===== src/hw/rtl/cpft_pkg.sv =====
`timescale 1ns / 1ps
// Shared types and constants for the Clarke/Park frame transform core.
// Holds the transaction structs, stage bundles and datapath widths; no dependencies.
package cpft_pkg;

  localparam int SAMPLE_WIDTH = 16;
  localparam int ANGLE_WIDTH  = 16;

  localparam logic OP_FORWARD = 1'b0;
  localparam logic OP_INVERSE = 1'b1;

  localparam int SUM_W       = 18;
  localparam int XY_W        = 18;
  localparam int BETA_PROD_W = 36;
  localparam int PROD_W      = 34;
  localparam int ROT_SUM_W   = 35;
  localparam int ROT_W       = 20;
  localparam int ICL_W       = 38;
  localparam int SAT_IN_W    = 22;

  localparam int PIPE_LATENCY = 7;

  localparam logic signed [17:0] INV_SQRT3_Q16  = 18'sd37837;
  localparam logic signed [17:0] SQRT3_HALF_Q16 = 18'sd56756;

  typedef struct packed {
    logic                           operation;
    logic signed [SAMPLE_WIDTH-1:0] value_one;
    logic signed [SAMPLE_WIDTH-1:0] value_two;
    logic [ANGLE_WIDTH-1:0]         angle;
  } cpft_in_t;

  typedef struct packed {
    logic signed [SAMPLE_WIDTH-1:0] out_first;
    logic signed [SAMPLE_WIDTH-1:0] out_second;
    logic signed [SAMPLE_WIDTH-1:0] out_third;
  } cpft_out_t;

  typedef struct packed {
    logic                           valid;
    logic                           op;
    logic signed [XY_W-1:0]         x;
    logic signed [XY_W-1:0]         y;
    logic signed [SAMPLE_WIDTH-1:0] sine;
    logic signed [SAMPLE_WIDTH-1:0] cosine;
  } cpft_xy_t;

  typedef struct packed {
    logic                    valid;
    logic                    op;
    logic signed [ROT_W-1:0] first;
    logic signed [ROT_W-1:0] second;
  } cpft_rot_t;

endpackage


===== src/hw/rtl/cpft_clarke.sv =====
`timescale 1ns / 1ps
// Input stages: register the transaction, form the forward Clarke beta, align trig values.
// Depends on cpft_pkg; takes sine and cosine from cpft_sine_rom in the cycle after accept.
module cpft_clarke
  import cpft_pkg::*;
(
  input  logic                           clk,
  input  logic                           rst,
  input  logic                           accept,
  input  cpft_in_t                       cmd,
  input  logic signed [SAMPLE_WIDTH-1:0] sine,
  input  logic signed [SAMPLE_WIDTH-1:0] cosine,
  output cpft_xy_t                       xy
);

  logic                           valid1;
  logic                           op1;
  logic signed [SAMPLE_WIDTH-1:0] v1_1;
  logic signed [SAMPLE_WIDTH-1:0] v2_1;
  logic signed [SUM_W-1:0]        sum1;

  logic                           valid2;
  logic                           op2;
  logic signed [SAMPLE_WIDTH-1:0] v1_2;
  logic signed [SAMPLE_WIDTH-1:0] v2_2;
  logic signed [BETA_PROD_W-1:0]  prod2;
  logic signed [SAMPLE_WIDTH-1:0] sine2;
  logic signed [SAMPLE_WIDTH-1:0] cosine2;

  logic signed [SUM_W-1:0]        sum_next;
  logic signed [BETA_PROD_W-1:0]  beta_round;

  assign sum_next   = SUM_W'(cmd.value_one) + (SUM_W'(cmd.value_two) <<< 1);
  assign beta_round = prod2 + BETA_PROD_W'(32768);

  always_ff @(posedge clk) begin
    valid1 <= accept;
    op1    <= cmd.operation;
    v1_1   <= cmd.value_one;
    v2_1   <= cmd.value_two;
    sum1   <= sum_next;

    valid2  <= valid1;
    op2     <= op1;
    v1_2    <= v1_1;
    v2_2    <= v2_1;
    prod2   <= BETA_PROD_W'(sum1) * BETA_PROD_W'(INV_SQRT3_Q16);
    sine2   <= sine;
    cosine2 <= cosine;

    xy.valid  <= valid2;
    xy.op     <= op2;
    xy.x      <= XY_W'(v1_2);
    xy.y      <= (op2 == OP_INVERSE) ? XY_W'(v2_2) : beta_round[XY_W+15:16];
    xy.sine   <= sine2;
    xy.cosine <= cosine2;

    if (rst) begin
      valid1   <= 1'b0;
      valid2   <= 1'b0;
      xy.valid <= 1'b0;
    end
  end

endmodule


===== config.mk =====
export PLATFORM = sky130hd
export DESIGN_NAME = cpft_clarke
export DESIGN_NICKNAME = d
export VERILOG_FILES = /design/src/hw/rtl/cpft_pkg.sv /design/src/hw/rtl/cpft_clarke.sv
export SDC_FILE = /design/constraint.sdc
export NUM_CORES = 1
export LEC_CHECK = 0
export BUFFER_PORTS_ARGS = -buffer_cell sky130_fd_sc_hd__buf_4
export CORE_MARGIN = 2
export CORE_UTILIZATION = 25
export DETAILED_ROUTE_END_ITERATION = 10
export HOLD_SLACK_MARGIN = 0.1
export PLACE_DENSITY_LB_ADDON = 0.08
export SYNTH_ARGS = -nofsm -noshare
export SYNTH_HDL_FRONTEND = slang
export SYNTH_SLANG_ARGS = --single-unit
export TNS_END_PERCENT = 30

===== constraint.sdc =====
create_clock -name clk -period 11.9 [get_ports clk]
set_input_delay 2.975 -clock clk [delete_from_list [all_inputs] [get_ports clk]]
set_output_delay 2.975 -clock clk [all_outputs]
set_load 0.1 [all_outputs]

==> results.toml <==
[placed_design]
gp_congestion = 0.752
port_buffers = 137
dp_hpwl_um = 21200

[yosys]
seq_area_frac_synth_pct = 37.0
synth_top_area_share_pct = 37.0
postSynthAreaPerCell_um2 = 10.8
async_reset_ff_share_pct = 0
yosys-top-cells-count = "inv_1, dfxtp_1, ha_1"
ys_warn_count = 0
ys_ff_latch = 204
syn_area_um2 = 11000
synth_cell_types = 49
synth_area_leaders = "dfxtp_1, fa_1, ha_1"
yosysMostFrequentCell = "inv_1"
ys.flop_type = "dfxtp_1"
synth_nets = 1366
synth-edff-count = 0
yosys.area.top_type = "dfxtp_1"
synthCells = 1022

[finish]
finalNetCount = 1520
drive_above_1_share_pct = 15.3
area_delta_synth_final_pct = 22.2
diodes = 0

[min_path]
hold_path_class = "register to register"

[clock_tree]
hold_buffers = 0
root_buffer = "clkbuf_16"
clock_latency_ns = 0.50
cts_tree = "yes"
clkTransAtPathRegs_ns = 0.06
htreeDepth = 1
cts_buffers = 22
ctsResizeCount = 0
cts.sinks = 204
post_cts_buffers = 0
clockBufferDepth = 3

[global_route]
grt_pass1_vias = 7574
antenna_found_initial = 0
grt_max_degree = 40
grt.overflow.total = 0
grt_use_total_pct = 11.7
grt_pass1_wl_um = 42300

[critical_path]
cp.arrival_ns = 6.51
path_buf_inv = 4
endpoint_kind = "register"
worst-setup-path-type = "register to register"
cpLargestDelayFamily = "adder cells"
crit_chain = "ha_1 > xor2_1 > ha_1 > inv_1 > fa_1 > inv_1 > fa_1 > fa_1 > inv_1 > fa_1 > inv_1 > ha_1 > nand2_1 > o21ai_0 > a221o_1 > o21ba_1 > o21a_2 > o21a_1 > or4b_1 > nand4_1"
max_stage_delay_ns = 0.67
required_ns = 12.34
crit_fanout = 6
cp-start-kind = "register"
cp_slowest_cell = "dfxtp_1"

[timing]
setup_violations = 0
tightest_slew_ns = 0.590
fmax_mhz = 165
maxSlewViolCount = 0
min_period_over_period_pct = 51.0
rsz0062_at_grt = "no"
post-route-min-period_ns = 6.07
skew_ns = 0.00754
slew_headroom_pct = 60.6
tns_ns = 0
final-hold-violation-count = 0

[flow_run]
maxCapViolCount = 0

[outcome]
run_status = "finished, final reports clean"

[die]
die_width_um = 214
die_h_um = 214
rows = 76
core_area_um2 = 43400
io_pins = 154
dieArea_um2 = 45800
start_util_pct = 25.4

[routing]
ant_nets = 0
wl_um = 25900
dr.first_iter.drc_count = 213
num_vias = 6895
drc = 0
drt_pass1_iterations = 4
vias_per_cell = 3.88
wl_per_cell_um = 14.6
[final cells by class]
type / count / area (um2)
clock buffer: 32 / 639
inverter: 212 / 796
sequential: 204 / 4080
fill: 4496 / 29900
timing repair buffer: 140 / 1050
multi-input combinational: 596 / 6110
clock inverter: 7 / 71.3
tap: 585 / 732
[kinds of logic after synthesis]
kind of cell	share of synthesized area (%)
AO/OA/AOI/OAI	5.73
flip-flops	37.0
AND/OR/NAND/NOR	6.91
XOR/XNOR	5.40
buffers and inverters	7.62
multiplexers	0.567
adder cells (fa/ha/maj)	36.8
[stage by stage]
step | hold WS [ns] | worst slack [ns] | instance area [um2] | utilization [%] | instances
after CTS | 0.324 | 5.81 | 13500 | 31.1 | 1776
final | 0.324 | 5.83 | 13500 | 31.1 | 1776
after detailed placement | 0.312 | 5.84 | 12800 | 29.5 | 1737
after floorplan | 0.310 | 6.32 | 11000 | - | 1022
after global routing | 0.330 | 5.56 | 13500 | 31.1 | 1776
after global placement | 0.310 | 5.83 | 12800 | 29.5 | 1737
[sequential cells by signal, summed over array words and instances (netlist names)]
name / count
valid1: 1
op1: 1
sine2: 16
prod2: 20
sum1: 18
v1_2: 15
v2_2: 16
cosine2: 16
op2: 1
valid2: 1
v1_1: 15
xy: 68
v2_1: 16
[per-layer routing]
| layer | wire length [um] | track usage, % | vias to the layer above |
|---|---|---|---|
| li1 | - | - | 3529 |
| met1 | 13000 | 16.3 | 3196 |
| met2 | 11400 | 19.1 | 148 |
| met3 | 1190 | 1.91 | 22 |
| met4 | 361 | 2.73 | 0 |
| met5 | 0 | 0 | - |
[final timing paths]
check                              start         to  slack (ns)  cells after the start
worst max-delay path             sum1[7]  prod2[22]        5.83                     20
worst min register to register  v2_1[10]   v2_2[10]        0.32                      0
worst min-delay path            v2_1[10]   v2_2[10]        0.32                      0
worst max register to register   sum1[7]  prod2[22]        5.83                     20
[layout by cell type, fill, tap and decap left out, types with 8 or more instances in the layout]
cell type    n
nor3_1      12
a21o_1       8
a21oi_1     28
xnor2_1     35
dfxtp_1    204
o21ai_0     31
ha_1       153
nand2_1     55
buf_4      140
inv_1      212
nor2b_1     11
fa_1       107
clkbuf_16   23
nand3_1     11
xor2_1      33
nor2_1      41
Power is not shown: default switching activity piles up to over one toggle a cycle in this logic, so the estimate is an artifact.
