File: src/hw/rtl/cpft_pkg.sv
`timescale 1ns / 1ps
// Shared types and constants for the Clarke/Park frame transform core.
// Holds the transaction structs, stage bundles and datapath widths; no dependencies.
package cpft_pkg;

  localparam int SAMPLE_WIDTH = 16;
  localparam int ANGLE_WIDTH  = 16;

  localparam logic OP_FORWARD = 1'b0;
  localparam logic OP_INVERSE = 1'b1;

  localparam int SUM_W       = 18;
  localparam int XY_W        = 18;
  localparam int BETA_PROD_W = 36;
  localparam int PROD_W      = 34;
  localparam int ROT_SUM_W   = 35;
  localparam int ROT_W       = 20;
  localparam int ICL_W       = 38;
  localparam int SAT_IN_W    = 22;

  localparam int PIPE_LATENCY = 7;

  localparam logic signed [17:0] INV_SQRT3_Q16  = 18'sd37837;
  localparam logic signed [17:0] SQRT3_HALF_Q16 = 18'sd56756;

  typedef struct packed {
    logic                           operation;
    logic signed [SAMPLE_WIDTH-1:0] value_one;
    logic signed [SAMPLE_WIDTH-1:0] value_two;
    logic [ANGLE_WIDTH-1:0]         angle;
  } cpft_in_t;

  typedef struct packed {
    logic signed [SAMPLE_WIDTH-1:0] out_first;
    logic signed [SAMPLE_WIDTH-1:0] out_second;
    logic signed [SAMPLE_WIDTH-1:0] out_third;
  } cpft_out_t;

  typedef struct packed {
    logic                           valid;
    logic                           op;
    logic signed [XY_W-1:0]         x;
    logic signed [XY_W-1:0]         y;
    logic signed [SAMPLE_WIDTH-1:0] sine;
    logic signed [SAMPLE_WIDTH-1:0] cosine;
  } cpft_xy_t;

  typedef struct packed {
    logic                    valid;
    logic                    op;
    logic signed [ROT_W-1:0] first;
    logic signed [ROT_W-1:0] second;
  } cpft_rot_t;

endpackage

File: src/hw/rtl/cpft_rotate.sv
`timescale 1ns / 1ps
// Rotation stages: four products of x and y with sine and cosine, then rounded sums.
// Serves forward Park and inverse Park; depends on cpft_pkg.
module cpft_rotate
  import cpft_pkg::*;
(
  input  logic      clk,
  input  logic      rst,
  input  cpft_xy_t  xy,
  output cpft_rot_t rot
);

  logic                     valid4;
  logic                     op4;
  logic signed [PROD_W-1:0] p_xc;
  logic signed [PROD_W-1:0] p_ys;
  logic signed [PROD_W-1:0] p_yc;
  logic signed [PROD_W-1:0] p_xs;

  logic signed [ROT_SUM_W-1:0] sum_first;
  logic signed [ROT_SUM_W-1:0] sum_second;
  logic signed [ROT_SUM_W-1:0] rnd_first;
  logic signed [ROT_SUM_W-1:0] rnd_second;

  always_comb begin
    if (op4 == OP_INVERSE) begin
      sum_first  = ROT_SUM_W'(p_xc) - ROT_SUM_W'(p_ys);
      sum_second = ROT_SUM_W'(p_xs) + ROT_SUM_W'(p_yc);
    end else begin
      sum_first  = ROT_SUM_W'(p_xc) + ROT_SUM_W'(p_ys);
      sum_second = ROT_SUM_W'(p_yc) - ROT_SUM_W'(p_xs);
    end
    rnd_first  = sum_first + ROT_SUM_W'(16384);
    rnd_second = sum_second + ROT_SUM_W'(16384);
  end

  always_ff @(posedge clk) begin
    valid4 <= xy.valid;
    op4    <= xy.op;
    p_xc   <= PROD_W'(xy.x) * PROD_W'(xy.cosine);
    p_ys   <= PROD_W'(xy.y) * PROD_W'(xy.sine);
    p_yc   <= PROD_W'(xy.y) * PROD_W'(xy.cosine);
    p_xs   <= PROD_W'(xy.x) * PROD_W'(xy.sine);

    rot.valid  <= valid4;
    rot.op     <= op4;
    rot.first  <= rnd_first[ROT_W+14:15];
    rot.second <= rnd_second[ROT_W+14:15];

    if (rst) begin
      valid4    <= 1'b0;
      rot.valid <= 1'b0;
    end
  end

endmodule

File: config.mk
export PLATFORM = sky130hd
export DESIGN_NAME = cpft_rotate
export DESIGN_NICKNAME = d
export VERILOG_FILES = /design/src/hw/rtl/cpft_pkg.sv /design/src/hw/rtl/cpft_rotate.sv
export SDC_FILE = /design/constraint.sdc
export NUM_CORES = 2
export LEC_CHECK = 0
export BUFFER_PORTS_ARGS = -buffer_cell sky130_fd_sc_hd__clkbuf_2
export CORE_MARGIN = 3
export CORE_UTILIZATION = 60
export CTS_BUF_LIST = sky130_fd_sc_hd__clkbuf_8
export DETAILED_ROUTE_END_ITERATION = 10
export PLACE_DENSITY_LB_ADDON = 0.08
export SETUP_SLACK_MARGIN = 0.02
export SYNTH_ARGS = -nofsm -noshare
export SYNTH_HDL_FRONTEND = slang
export SYNTH_SLANG_ARGS = --single-unit
File: constraint.sdc
create_clock -name clk -period 7.5 [get_ports clk]
set_clock_uncertainty 0.15 [all_clocks]
set_input_delay 1.5 -clock clk [delete_from_list [all_inputs] [get_ports clk]]
set_output_delay 1.5 -clock clk [all_outputs]
set_load 0.1 [all_outputs]
==> impl_metrics.env <==
export IMPL_outcome="finished, final reports clean"
export IMPL_r2r_cells=20
export IMPL_synth_cell_type_count=87
export IMPL_post_synthesis_net_count=7454
export IMPL_die_area_mm2=0.0907
export IMPL_setup_viol=0
export IMPL_gp_routability_congestion=0.900
export IMPL_post_synth_top_area_cell="sky130_fd_sc_hd__fa_1"
export IMPL_worstPathArrival_ps=7700
export IMPL_coreArea_mm2=0.0858
export IMPL_drv_max_cap_violation_count=0
export IMPL_drt_first_pass_iters=5
export IMPL_grt_max_degree=36
export IMPL_tritoncts_clock_tree="yes"
export IMPL_hold_removal_path_class="flip-flop to flip-flop"
export IMPL_synth_top_cell_area_share=0.444
export IMPL_post_synth_and_or_nand_nor_area_fraction=0.161
export IMPL_yosysSeqAreaShare=0.0689
export IMPL_final_critical_path_setup_slack_ps=201
export IMPL_holdPathStages=1
export IMPL_maxSlewHeadroom=0.440
export IMPL_yosys_register_bits=180
export IMPL_hold_buffers=0
export IMPL_internal_reg_to_reg_setup_slack_ps=920
export IMPL_crit_top_cell="sky130_fd_sc_hd__fa_1"
export IMPL_dp_hpwl_mm=113
export IMPL_synth_area_leaders="sky130_fd_sc_hd__fa_1 44%, sky130_fd_sc_hd__ha_1 9.9%, sky130_fd_sc_hd__inv_1 9.6%"
export IMPL_yosys_area_share_adder=0.543
export IMPL_slowest_delay_ps=530
export IMPL_root_buffer="sky130_fd_sc_hd__clkbuf_8"
export IMPL_syn_to_final_growth_pct=12.5
export IMPL_dpl_worst_slack_ps=-785
export IMPL_cts_htree_levels=4
export IMPL_die_extent_in_y_um=301
export IMPL_clock_buffer_count_from_cts=17
export IMPL_synth_top_cells_by_count="1,332 x sky130_fd_sc_hd__inv_1, 1,160 x sky130_fd_sc_hd__fa_1, 626 x sky130_fd_sc_hd__nand2_1, 561 x sky130_fd_sc_hd__and2_1, 414 x sky130_fd_sc_hd__ha_1"
export IMPL_worstSetupEndpointType="flip-flop"
export IMPL_grt_ovfl_total=0
export IMPL_number_of_instances_in_the_synthesized_netlist=5808
export IMPL_clkTransAtPathRegs_ps=110
export IMPL_fin_worst_hold_slack_ps=308
export IMPL_synthesis_area_mm2=0.0523
export IMPL_fraction_of_final_layout_cells_with_drive_strength_greater_than_1=0.122
export IMPL_detail_route_iter0_violations=2627
export IMPL_final_hold_violation_count=0
export IMPL_synth_mux_area_frac=0.00144
export IMPL_drt_vias_per_instance=5.34
export IMPL_numPortBuffers=113
export IMPL_layout_core_utilization=0.685
export IMPL_placement_rows=107
export IMPL_final_max_tran_viols=0
export IMPL_effective_utilization_at_floorplan=0.609
export IMPL_xor_xnor_fraction_of_synth_area=0.0481
export IMPL_syn_mean_instance_area_um2=9.00
export IMPL_cts_sinks=180
export IMPL_clock_tree_buffer_depth=2
export IMPL_synth_edf_count=0
export IMPL_antenna_found_initial=8
export IMPL_timing_worst_setup_path_type="input pin to flip-flop"
export IMPL_post_synth_top_flop="sky130_fd_sc_hd__dfxtp_1"
export IMPL_critical_path_startpoint_type="input pin"
export IMPL_timing_fmax_mhz=137
export IMPL_synth_warnings=0
export IMPL_synth_compound_area_frac=0.0634
export IMPL_grt_total_usage=0.305
export IMPL_route_vias_total=39510
export IMPL_grt_first_pass_wirelength_mm=217
export IMPL_finalWorstPathRequiredPeriod_ps=7300
export IMPL_worst_pin_slew_ps=819
export IMPL_path_max_fanout=15
export IMPL_routed_wire_length_per_instance_um=17.4
export IMPL_cpMaxStageDelayCell="sky130_fd_sc_hd__fa_1"
export IMPL_synth_top_family_by_area="adder cells"
export IMPL_most_frequent_cell_after_synthesis="sky130_fd_sc_hd__inv_1"
export IMPL_worst_ep_required_ps=7900
export IMPL_clkLatencyLatePin_ps=620
export IMPL_fp_dieW_um=301
export IMPL_timing_final_crit_share=0.973
export IMPL_count_of_nets_after_finishing=7888
export IMPL_drt_drc_violations_left=0
export IMPL_fill_cells=7118
export IMPL_detail_route_wirelength_mm=129
export IMPL_antenna_violating_nets_remaining=0
export IMPL_synth_async_reset_ratio=0
export IMPL_first_global_vias=41319
export IMPL_num_io_pins=114
## stage by stage
stage,instances,setup TNS [ps],instance area (µm²)
after floorplan,5808,0,52500
after global placement,7363,-14030,58000
after detailed placement,7363,-17570,58000
after CTS,7395,0,58400
after global routing,7403,-7.53,58800
final,7403,0,58800
## routing by layer
layer | GRT usage | vias up | wire [µm]
met4 | 0.0830 | 2 | 3580
met3 | 0.0515 | 133 | 9930
met2 | 0.469 | 1256 | 58200
li1 | - | 18229 | -
met1 | 0.449 | 19890 | 57400
met5 | 0 | - | 13
## what timing repair did
item | 4_1_cts | 5_1_grt
pin swaps | 0 | 25
setup endpoints to repair | 6 | 26
resized for setup | 4 | 118
buffers inserted | 0 | 4
## layout by cell type (no fill, tap or decap), types with 20 or more instances in the layout
cell | netlist | layout
sky130_fd_sc_hd__a21o_1 | 52 | 52
sky130_fd_sc_hd__a21oi_1 | 174 | 167
sky130_fd_sc_hd__a31oi_1 | 20 | 20
sky130_fd_sc_hd__and2_1 | 561 | 561
sky130_fd_sc_hd__and3_1 | 31 | 31
sky130_fd_sc_hd__buf_12 | 0 | 43
sky130_fd_sc_hd__buf_4 | 3 | 508
sky130_fd_sc_hd__clkbuf_2 | 0 | 90
sky130_fd_sc_hd__clkbuf_8 | 0 | 21
sky130_fd_sc_hd__dfxtp_1 | 180 | 179
sky130_fd_sc_hd__fa_1 | 1160 | 1156
sky130_fd_sc_hd__ha_1 | 414 | 408
sky130_fd_sc_hd__inv_1 | 1332 | 1332
sky130_fd_sc_hd__nand2_1 | 626 | 626
sky130_fd_sc_hd__nand2b_1 | 45 | 45
sky130_fd_sc_hd__nand3_1 | 47 | 46
sky130_fd_sc_hd__nand4_1 | 21 | 21
sky130_fd_sc_hd__nor2_1 | 200 | 200
sky130_fd_sc_hd__nor2b_1 | 21 | 21
sky130_fd_sc_hd__nor3_1 | 54 | 51
sky130_fd_sc_hd__o21a_1 | 20 | 20
sky130_fd_sc_hd__o21ai_0 | 74 | 68
sky130_fd_sc_hd__xnor2_1 | 197 | 197
sky130_fd_sc_hd__xor2_1 | 90 | 90
## flip-flops by register name, indices dropped and copies added, names as in the netlist
signal and cells:
op4 1, p_yc 34, valid4 1, rot 42
p_ys 34, p_xc 34, p_xs 34
## kinds of logic (layout without fill, tap and decap cells)
group | after synthesis | count (layout)
simple gates | 1680 | 1680
buf+inv | 1577 | 2024
fa+ha+maj | 1574 | 1574
compound gates | 503 | 503
xor+xnor | 287 | 287
flops | 180 | 180
mux | 7 | 7
other cells | 0 | 4
## critical path: cells and delay by family
family | cells | cell delay (ps)
AOI/OAI and AO/OA | 7 | 1440
xor gates and xnor gates | 1 | 130
adders and majority gates | 7 | 3050
buffers and inverters | 6 | 780
and+or+nand+nor | 4 | 770
## area by class of cell
type | instances | area (µm²) | area share
Clock buffer | 21 | 289 | 0.00492
Timing Repair Buffer | 660 | 5320 | 0.0905
Clock inverter | 11 | 114 | 0.00194
Tap cell | 1144 | 1430 | 0.0243
Multi-Input combinational cell | 4051 | 43000 | 0.732
Inverter | 1332 | 5000 | 0.0850
Sequential cell | 180 | 3600 | 0.0613
Antenna cell | 4 | 10.0 | 0.000170
## worst paths after layout
kind / start / end
worst max register to register: p_xs[0] / rot[19]
worst max-delay path: xy[18] / p_xs[31]
worst min-delay path: valid4 / rot[41]
worst min register to register: valid4 / rot[41]
Power is left out: the tool's default activity adds up to more than one toggle a clock period on the data nets, which glitch-free logic cannot reach.
