[config.mk]
export PLATFORM = sky130hd
export DESIGN_NAME = cpft_output_stage
export DESIGN_NICKNAME = d
export VERILOG_FILES = /design/src/hw/rtl/cpft_pkg.sv /design/src/hw/rtl/cpft_output_stage.sv
export SDC_FILE = /design/constraint.sdc
export NUM_CORES = 1
export LEC_CHECK = 0
export ABC_CLOCK_PERIOD_IN_PS = 6200
export BUFFER_PORTS_ARGS = -buffer_cell sky130_fd_sc_hd__buf_2
export CORE_UTILIZATION = 57
export CTS_CLUSTER_DIAMETER = 200
export DETAILED_ROUTE_END_ITERATION = 8
export HOLD_SLACK_MARGIN = 0.12
export PLACE_DENSITY = 0.79
export SYNTH_ARGS = -nofsm -noshare
export SYNTH_HDL_FRONTEND = slang
export SYNTH_SLANG_ARGS = --single-unit
[constraint.sdc]
create_clock -name clk -period 6.2 [get_ports clk]
set_input_delay 1.24 -clock clk [delete_from_list [all_inputs] [get_ports clk]]
set_output_delay 1.24 -clock clk [all_outputs]
set_load 0.01 [all_outputs]
[src/hw/rtl/cpft_pkg.sv]
`timescale 1ns / 1ps
// Shared types and constants for the Clarke/Park frame transform core.
// Holds the transaction structs, stage bundles and datapath widths; no dependencies.
package cpft_pkg;

  localparam int SAMPLE_WIDTH = 16;
  localparam int ANGLE_WIDTH  = 16;

  localparam logic OP_FORWARD = 1'b0;
  localparam logic OP_INVERSE = 1'b1;

  localparam int SUM_W       = 18;
  localparam int XY_W        = 18;
  localparam int BETA_PROD_W = 36;
  localparam int PROD_W      = 34;
  localparam int ROT_SUM_W   = 35;
  localparam int ROT_W       = 20;
  localparam int ICL_W       = 38;
  localparam int SAT_IN_W    = 22;

  localparam int PIPE_LATENCY = 7;

  localparam logic signed [17:0] INV_SQRT3_Q16  = 18'sd37837;
  localparam logic signed [17:0] SQRT3_HALF_Q16 = 18'sd56756;

  typedef struct packed {
    logic                           operation;
    logic signed [SAMPLE_WIDTH-1:0] value_one;
    logic signed [SAMPLE_WIDTH-1:0] value_two;
    logic [ANGLE_WIDTH-1:0]         angle;
  } cpft_in_t;

  typedef struct packed {
    logic signed [SAMPLE_WIDTH-1:0] out_first;
    logic signed [SAMPLE_WIDTH-1:0] out_second;
    logic signed [SAMPLE_WIDTH-1:0] out_third;
  } cpft_out_t;

  typedef struct packed {
    logic                           valid;
    logic                           op;
    logic signed [XY_W-1:0]         x;
    logic signed [XY_W-1:0]         y;
    logic signed [SAMPLE_WIDTH-1:0] sine;
    logic signed [SAMPLE_WIDTH-1:0] cosine;
  } cpft_xy_t;

  typedef struct packed {
    logic                    valid;
    logic                    op;
    logic signed [ROT_W-1:0] first;
    logic signed [ROT_W-1:0] second;
  } cpft_rot_t;

endpackage

[src/hw/rtl/cpft_output_stage.sv]
`timescale 1ns / 1ps
// Output stages: inverse Clarke for phases b and c, saturation, result register and strobe.
// Depends on cpft_pkg; fed by cpft_rotate.
module cpft_output_stage
  import cpft_pkg::*;
(
  input  logic      clk,
  input  logic      rst,
  input  cpft_rot_t rot,
  output logic      done,
  output cpft_out_t result
);

  localparam logic signed [SAT_IN_W-1:0] SAT_HI =
    SAT_IN_W'((1 << (SAMPLE_WIDTH - 1)) - 1);
  localparam logic signed [SAT_IN_W-1:0] SAT_LO = -SAT_HI - SAT_IN_W'(1);

  function automatic logic signed [SAMPLE_WIDTH-1:0] saturate(
    logic signed [SAT_IN_W-1:0] v
  );
    if (v > SAT_HI) begin
      return SAT_HI[SAMPLE_WIDTH-1:0];
    end
    if (v < SAT_LO) begin
      return SAT_LO[SAMPLE_WIDTH-1:0];
    end
    return v[SAMPLE_WIDTH-1:0];
  endfunction

  logic                    valid6;
  logic                    op6;
  logic signed [ROT_W-1:0] first6;
  logic signed [ROT_W-1:0] second6;
  logic signed [ICL_W-1:0] bterm6;

  logic signed [ICL_W-1:0] aterm;
  logic signed [ICL_W-1:0] b_sum;
  logic signed [ICL_W-1:0] c_sum;

  assign aterm = ICL_W'(first6) <<< 15;
  assign b_sum = bterm6 - aterm + ICL_W'(32768);
  assign c_sum = -aterm - bterm6 + ICL_W'(32768);

  always_ff @(posedge clk) begin
    valid6  <= rot.valid;
    op6     <= rot.op;
    first6  <= rot.first;
    second6 <= rot.second;
    bterm6  <= ICL_W'(rot.second) * ICL_W'(SQRT3_HALF_Q16);

    done              <= valid6;
    result.out_first  <= saturate(SAT_IN_W'(first6));
    if (op6 == OP_INVERSE) begin
      result.out_second <= saturate(b_sum[SAT_IN_W+15:16]);
      result.out_third  <= saturate(c_sum[SAT_IN_W+15:16]);
    end else begin
      result.out_second <= saturate(SAT_IN_W'(second6));
      result.out_third  <= '0;
    end

    if (rst) begin
      valid6 <= 1'b0;
      done   <= 1'b0;
    end
  end

endmodule

==> results.json, run 1 <==
{
  "yosys_warnings": 0,
  "skew_ns": 0.00934,
  "core_sq_um": 23700,
  "viasPerCell": 5.40,
  "gr-usage-met2_pct": 48.8,
  "die_area_sq_um": 25000,
  "wl_per_cell_microns": 16.1,
  "worstPathArrival_ns": 6.66,
  "die_w_microns": 158,
  "drtAntennaViolNets": 0,
  "wirelength_mm": 33.6,
  "yosysTopAreaCell": "fa_1",
  "post-route-period-util_pct": 102,
  "via_count": 11300,
  "async_reset_ff_share_pct": 0,
  "place.gp.congestion": 0.943,
  "violations": "negative setup slack",
  "drv_slew": 0,
  "synth-edff-count": 0,
  "maxSlewHeadroom_pct": 24.7,
  "floorplan.initialDensity_pct": 58.6,
  "synth_mux_area_share_pct": 0.442,
  "met3_usage_pct": 3.56,
  "synth_top_cell_area_share_pct": 22.1,
  "antenna_found_initial": 0,
  "hp-class": "reg2reg",
  "place_ws_ns": -0.546,
  "grt-ovfl-total": 0,
  "rsz0062_at_grt": "true",
  "synthAdderAreaFrac_pct": 42.7,
  "criticalPathCategory": "in2reg",
  "ys.flop_type": "dfxtp_1",
  "setup_ws_ns": -0.155,
  "cts_tree": "yes",
  "nets": 2179,
  "cts.sinks": 124,
  "synth_cell_types": 69,
  "htreeDepth": 4,
  "layout-drive-gt1-share_pct": 20.2,
  "final_area_sq_um": 16800,
  "placed_cell_area_sq_um": 15800,
  "grt_max_degree": 17,
  "clkTransAtPathRegs_ns": 0.06,
  "finalHoldViolCount": 0,
  "crit_fanout": 5,
  "fin_setup_tns_ns": -0.293,
  "synthSimpleGateAreaFrac_pct": 7.62,
  "met1_usage_pct": 35.7,
  "synth.avg_cell_area_sq_um": 9.10,
  "io_pins": 93,
  "synth_top_family_by_area": "adder cells",
  "dr.pass1.iters": 5,
  "antenna_cells": 0,
  "netlist_area_sq_um": 13900,
  "grt_pass1_vias": 11600,
  "hold_slack_ns": 0.443,
  "fin_crit_ns": 6.35,
  "track_usage_pct": 27.9,
  "synth_area_leaders": "fa_1 (22%), ha_1 (21%), dfxtp_1 (18%)",
  "worstMarginPinSlew_ns": 1.13,
  "ctsHoldBuffers": 0,
  "numCtsBuffers": 17,
  "cp-end-kind": "flop",
  "ys_seq_area_share_pct": 17.9,
  "port_buffers": 92,
  "die_h_microns": 158,
  "setup_viol": 5,
  "drv_cap": 0,
  "synth-seq-cells": 124,
  "synthCells": 1524,
  "hpwlAfterDp_mm": 27.7,
  "status": "complete, but fails checks",
  "clockRootBuffer": "clkbuf_16",
  "synthesis.nets": 1950,
  "drt_iter0_markers": 668,
  "synth_compound_area_share_pct": 16.2,
  "startpoint_type": "input port",
  "top_usage_layer": "met2",
  "clock.fmax_mhz": 157,
  "synth_most_common_cell": "inv_1",
  "grt_pass1_wl_mm": 54.7,
  "area_growth_pct": 21.2,
  "clock_latency_ns": 0.42,
  "clk_path_buf_depth": 2,
  "std_cell_rows": 56,
  "ys_top_cells_by_count": "inv_1 (364), ha_1 (229), fa_1 (153), dfxtp_1 (124), a21oi_1 (88)",
  "drc": 0,
  "required_ns": 6.50,
  "synthXorXnorAreaFrac_pct": 4.48
}
## cells by family after synthesis
family	Yosys count
AO/OA/AOI/OAI	337
XOR/XNOR	71
adder cells (fa/ha/maj)	382
buffers and inverters	388
flip-flops	124
multiplexers	6
AND/OR/NAND/NOR	216
## worst max-delay path: stages
cell,delay (ns)
buf_4,0.15
ha_4,0.27
inv_2,0.05
fa_1,0.54
inv_1,0.06
fa_1,0.50
fa_1,0.51
fa_1,0.54
inv_2,0.04
fa_1,0.48
inv_2,0.04
ha_4,0.21
inv_2,0.05
nor2_1,0.04
o21a_1,0.17
or4_1,0.48
o211ai_1,0.30
o22ai_2,0.14
o41ai_2,0.37
o21ai_1,0.13
o211ai_1,0.22
xnor2_1,0.11
## worst paths after layout
| kind | endpoint | slack (ns) | depth (start not counted) | from |
|---|---|---|---|---|
| hold reg to reg | done$_SDFF_PP0_ | 0.44 | 1 | valid6$_SDFF_PP0_ |
| setup / recovery | bterm6[35]$_DFF_P_ | -0.15 | 22 | rot[7] |
| setup reg to reg | result[25]$_DFF_P_ | 1.53 | 12 | second6[1]$_DFF_P_ |
| hold / removal | done$_SDFF_PP0_ | 0.44 | 1 | valid6$_SDFF_PP0_ |
## flip-flops by register name, summed over array words and instances (netlist names)
| register | cells |
|---|---|
| valid6 | 1 |
| done | 1 |
| op6 | 1 |
| bterm6 | 33 |
| second6 | 20 |
| first6 | 20 |
| result | 48 |
## metrics by stage
stage	util (%)	std cells
final	71.0	2084
after global routing	71.0	2084
after CTS	69.7	2082
after detailed placement	66.8	2044
after global placement	66.8	2044
after floorplan	-	1524
## routing by layer
layer,part of all wire [%],vias up,wire [microns]
met5,0,-,0
met4,2.8,0,956
met3,4.3,81,1450
met2,48,323,16200
met1,45,5377,14900
li1,-,5474,-
## final cells by class
cell class,count,area [sq um]
clock buffers,18,429
clock inverters,13,120
fillers,1771,6870
inverters,364,1370
multi-input cells,1012,10400
flip-flops and latches,124,2480
well taps,319,399
repair buffers,234,1620
## cell usage in the layout, fill, tap and decap left out, drive strengths merged, types with 6 or more instances in the layout
cell type / n
nand2: 52
xnor2: 44
ha: 229
clkinv: 7
nand2b: 10
a31oi: 13
and3: 10
fa: 153
and2: 6
o41ai: 6
nand4: 12
nor3: 14
nor2: 58
nand3: 22
a21o: 46
inv: 366
o2111ai: 6
o21ai: 64
dfxtp: 124
nor2b: 9
a211oi: 15
clkbuf: 18
o21bai: 13
o211ai: 23
o21a: 26
nor4: 6
a21oi: 88
buf: 234
xor2: 27
or3: 6
## repair_timing
action,4_1_cts,5_1_grt
pin swaps,8,36
buffers inserted,7,7
resized for setup,19,68
cloned,0,0
setup endpoints to repair,5,9
Power of run 1 is not shown: default switching activity piles up to over one toggle a cycle in this logic, so the estimate is an artifact.
==> run 2: changes to the inputs <==
Settings changed: ABC_CLOCK_PERIOD_IN_PS 6200 to 8100, CORE_UTILIZATION 57 to 63, PLACE_DENSITY 0.79 to 0.82.
Clock period 6.2 ns to 8.1 ns, I/O delays scaled along.
==> results.json, run 2 (synthesis results as in run 1) <==
{
  "status": "finished clean",
  "cts.sinks": 124,
  "worstMarginPinSlew_ns": 1.07,
  "numCtsBuffers": 17,
  "wl_per_cell_microns": 17.1,
  "path_common_cell": "fa_1",
  "dr.pass1.iters": 5,
  "fin_setup_tns_ns": 0,
  "track_usage_pct": 30.1,
  "slowest_delay_ns": 0.57,
  "startpoint_type": "input port",
  "setup_viol": 0,
  "drt_iter0_markers": 618,
  "path_delay_family": "adder cells",
  "cp_cell_sequence": "buf_2 > ha_1 > inv_1 > fa_1 > inv_1 > fa_1 > fa_1 > fa_1 > fa_1 > ha_1 > nand3_1 > nor2_1 > a211oi_1 > a31oi_1 > o211ai_1 > o22ai_1 > o41ai_1 > o21ai_0 > o211ai_1 > xnor2_1",
  "wirelength_mm": 32.5,
  "skew_ns": 0.0113,
  "rsz0062_at_grt": "false",
  "largest_registers": "result: 48 flops, bterm6: 33 flops",
  "top_register": "result",
  "nets": 2041,
  "die_area_sq_um": 22600,
  "clk_path_buf_depth": 2,
  "port_buffers": 92,
  "grt_pass1_vias": 10900,
  "crit_buf_inv": 3,
  "grt_pass1_wl_mm": 52.4,
  "post_cts_resized": 0,
  "setup_ws_ns": 0.956,
  "drc": 0,
  "area_growth_pct": 9.74,
  "clkTransAtPathRegs_ns": 0.07,
  "die_h_microns": 150,
  "grt_max_degree": 17,
  "viasPerCell": 5.61,
  "post_cts_buffers": 0,
  "maxSlewHeadroom_pct": 28.8,
  "via_count": 10700,
  "hp-class": "reg2reg",
  "grt-ovfl-total": 0,
  "fin_crit_ns": 7.14,
  "floorplan.initialDensity_pct": 65.2,
  "antenna_cells": 0,
  "cts_tree": "yes",
  "crit_fanout": 7,
  "finalHoldViolCount": 0,
  "clockRootBuffer": "clkbuf_16",
  "worstPathArrival_ns": 7.51,
  "required_ns": 8.46,
  "regToRegSetupSlack_ns": 3.50,
  "hpwlAfterDp_mm": 26.7,
  "core_sq_um": 21300,
  "antenna_found_initial": 0,
  "post-route-period-util_pct": 88.2,
  "place_ws_ns": 0.519,
  "htreeDepth": 4,
  "layout_commonest_cell": "inv_1",
  "drtAntennaViolNets": 0,
  "nFillCells": 1552,
  "cp-end-kind": "flop",
  "drv_slew": 0,
  "ctsHoldBuffers": 0,
  "largest_reg_flops": 48,
  "layout-drive-gt1-share_pct": 8.66,
  "drv_cap": 0,
  "clock.fmax_mhz": 140,
  "cp_slowest_cell": "fa_1",
  "io_pins": 93,
  "criticalPathCategory": "in2reg",
  "clock_latency_ns": 0.44,
  "die_w_microns": 150,
  "mostFrequentLayoutCells": "inv_1 (364), ha_1 (229), fa_1 (153)",
  "place.gp.congestion": 0.976,
  "std_cell_rows": 53
}
[run 2: cell count changes in the layout (fill, tap and decap cells not counted), moves of 5 or more]
cell / delta
a21oi_1: +8
inv_2: -25
ha_4: -23
o21ai_0: +5
buf_2: +9
fa_1: +5
ha_1: +24
fa_2: -5
inv_1: +27
buf_4: -138
a21oi_2: -7
[run 2: area by class of cell]
class	count	area [sq um]	share of cell area, %
Clock inverter	15	188	1.23
Timing Repair Buffer	96	490	3.22
Tap cell	275	344	2.26
Inverter	364	1370	8.97
Multi-Input combinational cell	1012	9930	65.2
Sequential cell	124	2480	16.3
Clock buffer	17	425	2.79
[run 2: worst paths after layout]
path              cells after the start                     to                from
setup reg to reg                     12     result[24]$_DFF_P_  second6[1]$_DFF_P_
setup / recovery                     20     bterm6[35]$_DFF_P_              rot[7]
hold reg to reg                       0  result[47]$_SDFF_PN0_  first6[19]$_DFF_P_
hold / removal                        0  result[47]$_SDFF_PN0_  first6[19]$_DFF_P_
[run 2: per-stage QoR]
stage	instances	cell area, sq um	utilization (%)	hold WS [ns]
3_3_place_gp	1871	14600	68.7	0.431
2_1_floorplan	1524	13900	-	0.414
4_1_cts	1903	15200	71.5	0.451
3_5_place_dp	1871	14600	68.7	0.442
6_report	1903	15200	71.5	0.446
5_1_grt	1903	15200	71.5	0.461
[run 2: metal layers]
layer | up-vias | wire length, microns | global-route usage (%)
li1 | 5190 | - | -
met1 | 5061 | 14600 | 38.4
met2 | 362 | 15500 | 52.3
met3 | 71 | 1650 | 4.36
met4 | 0 | 764 | 9.85
met5 | - | 0 | 0
Power of run 2 is left out for the same reason.
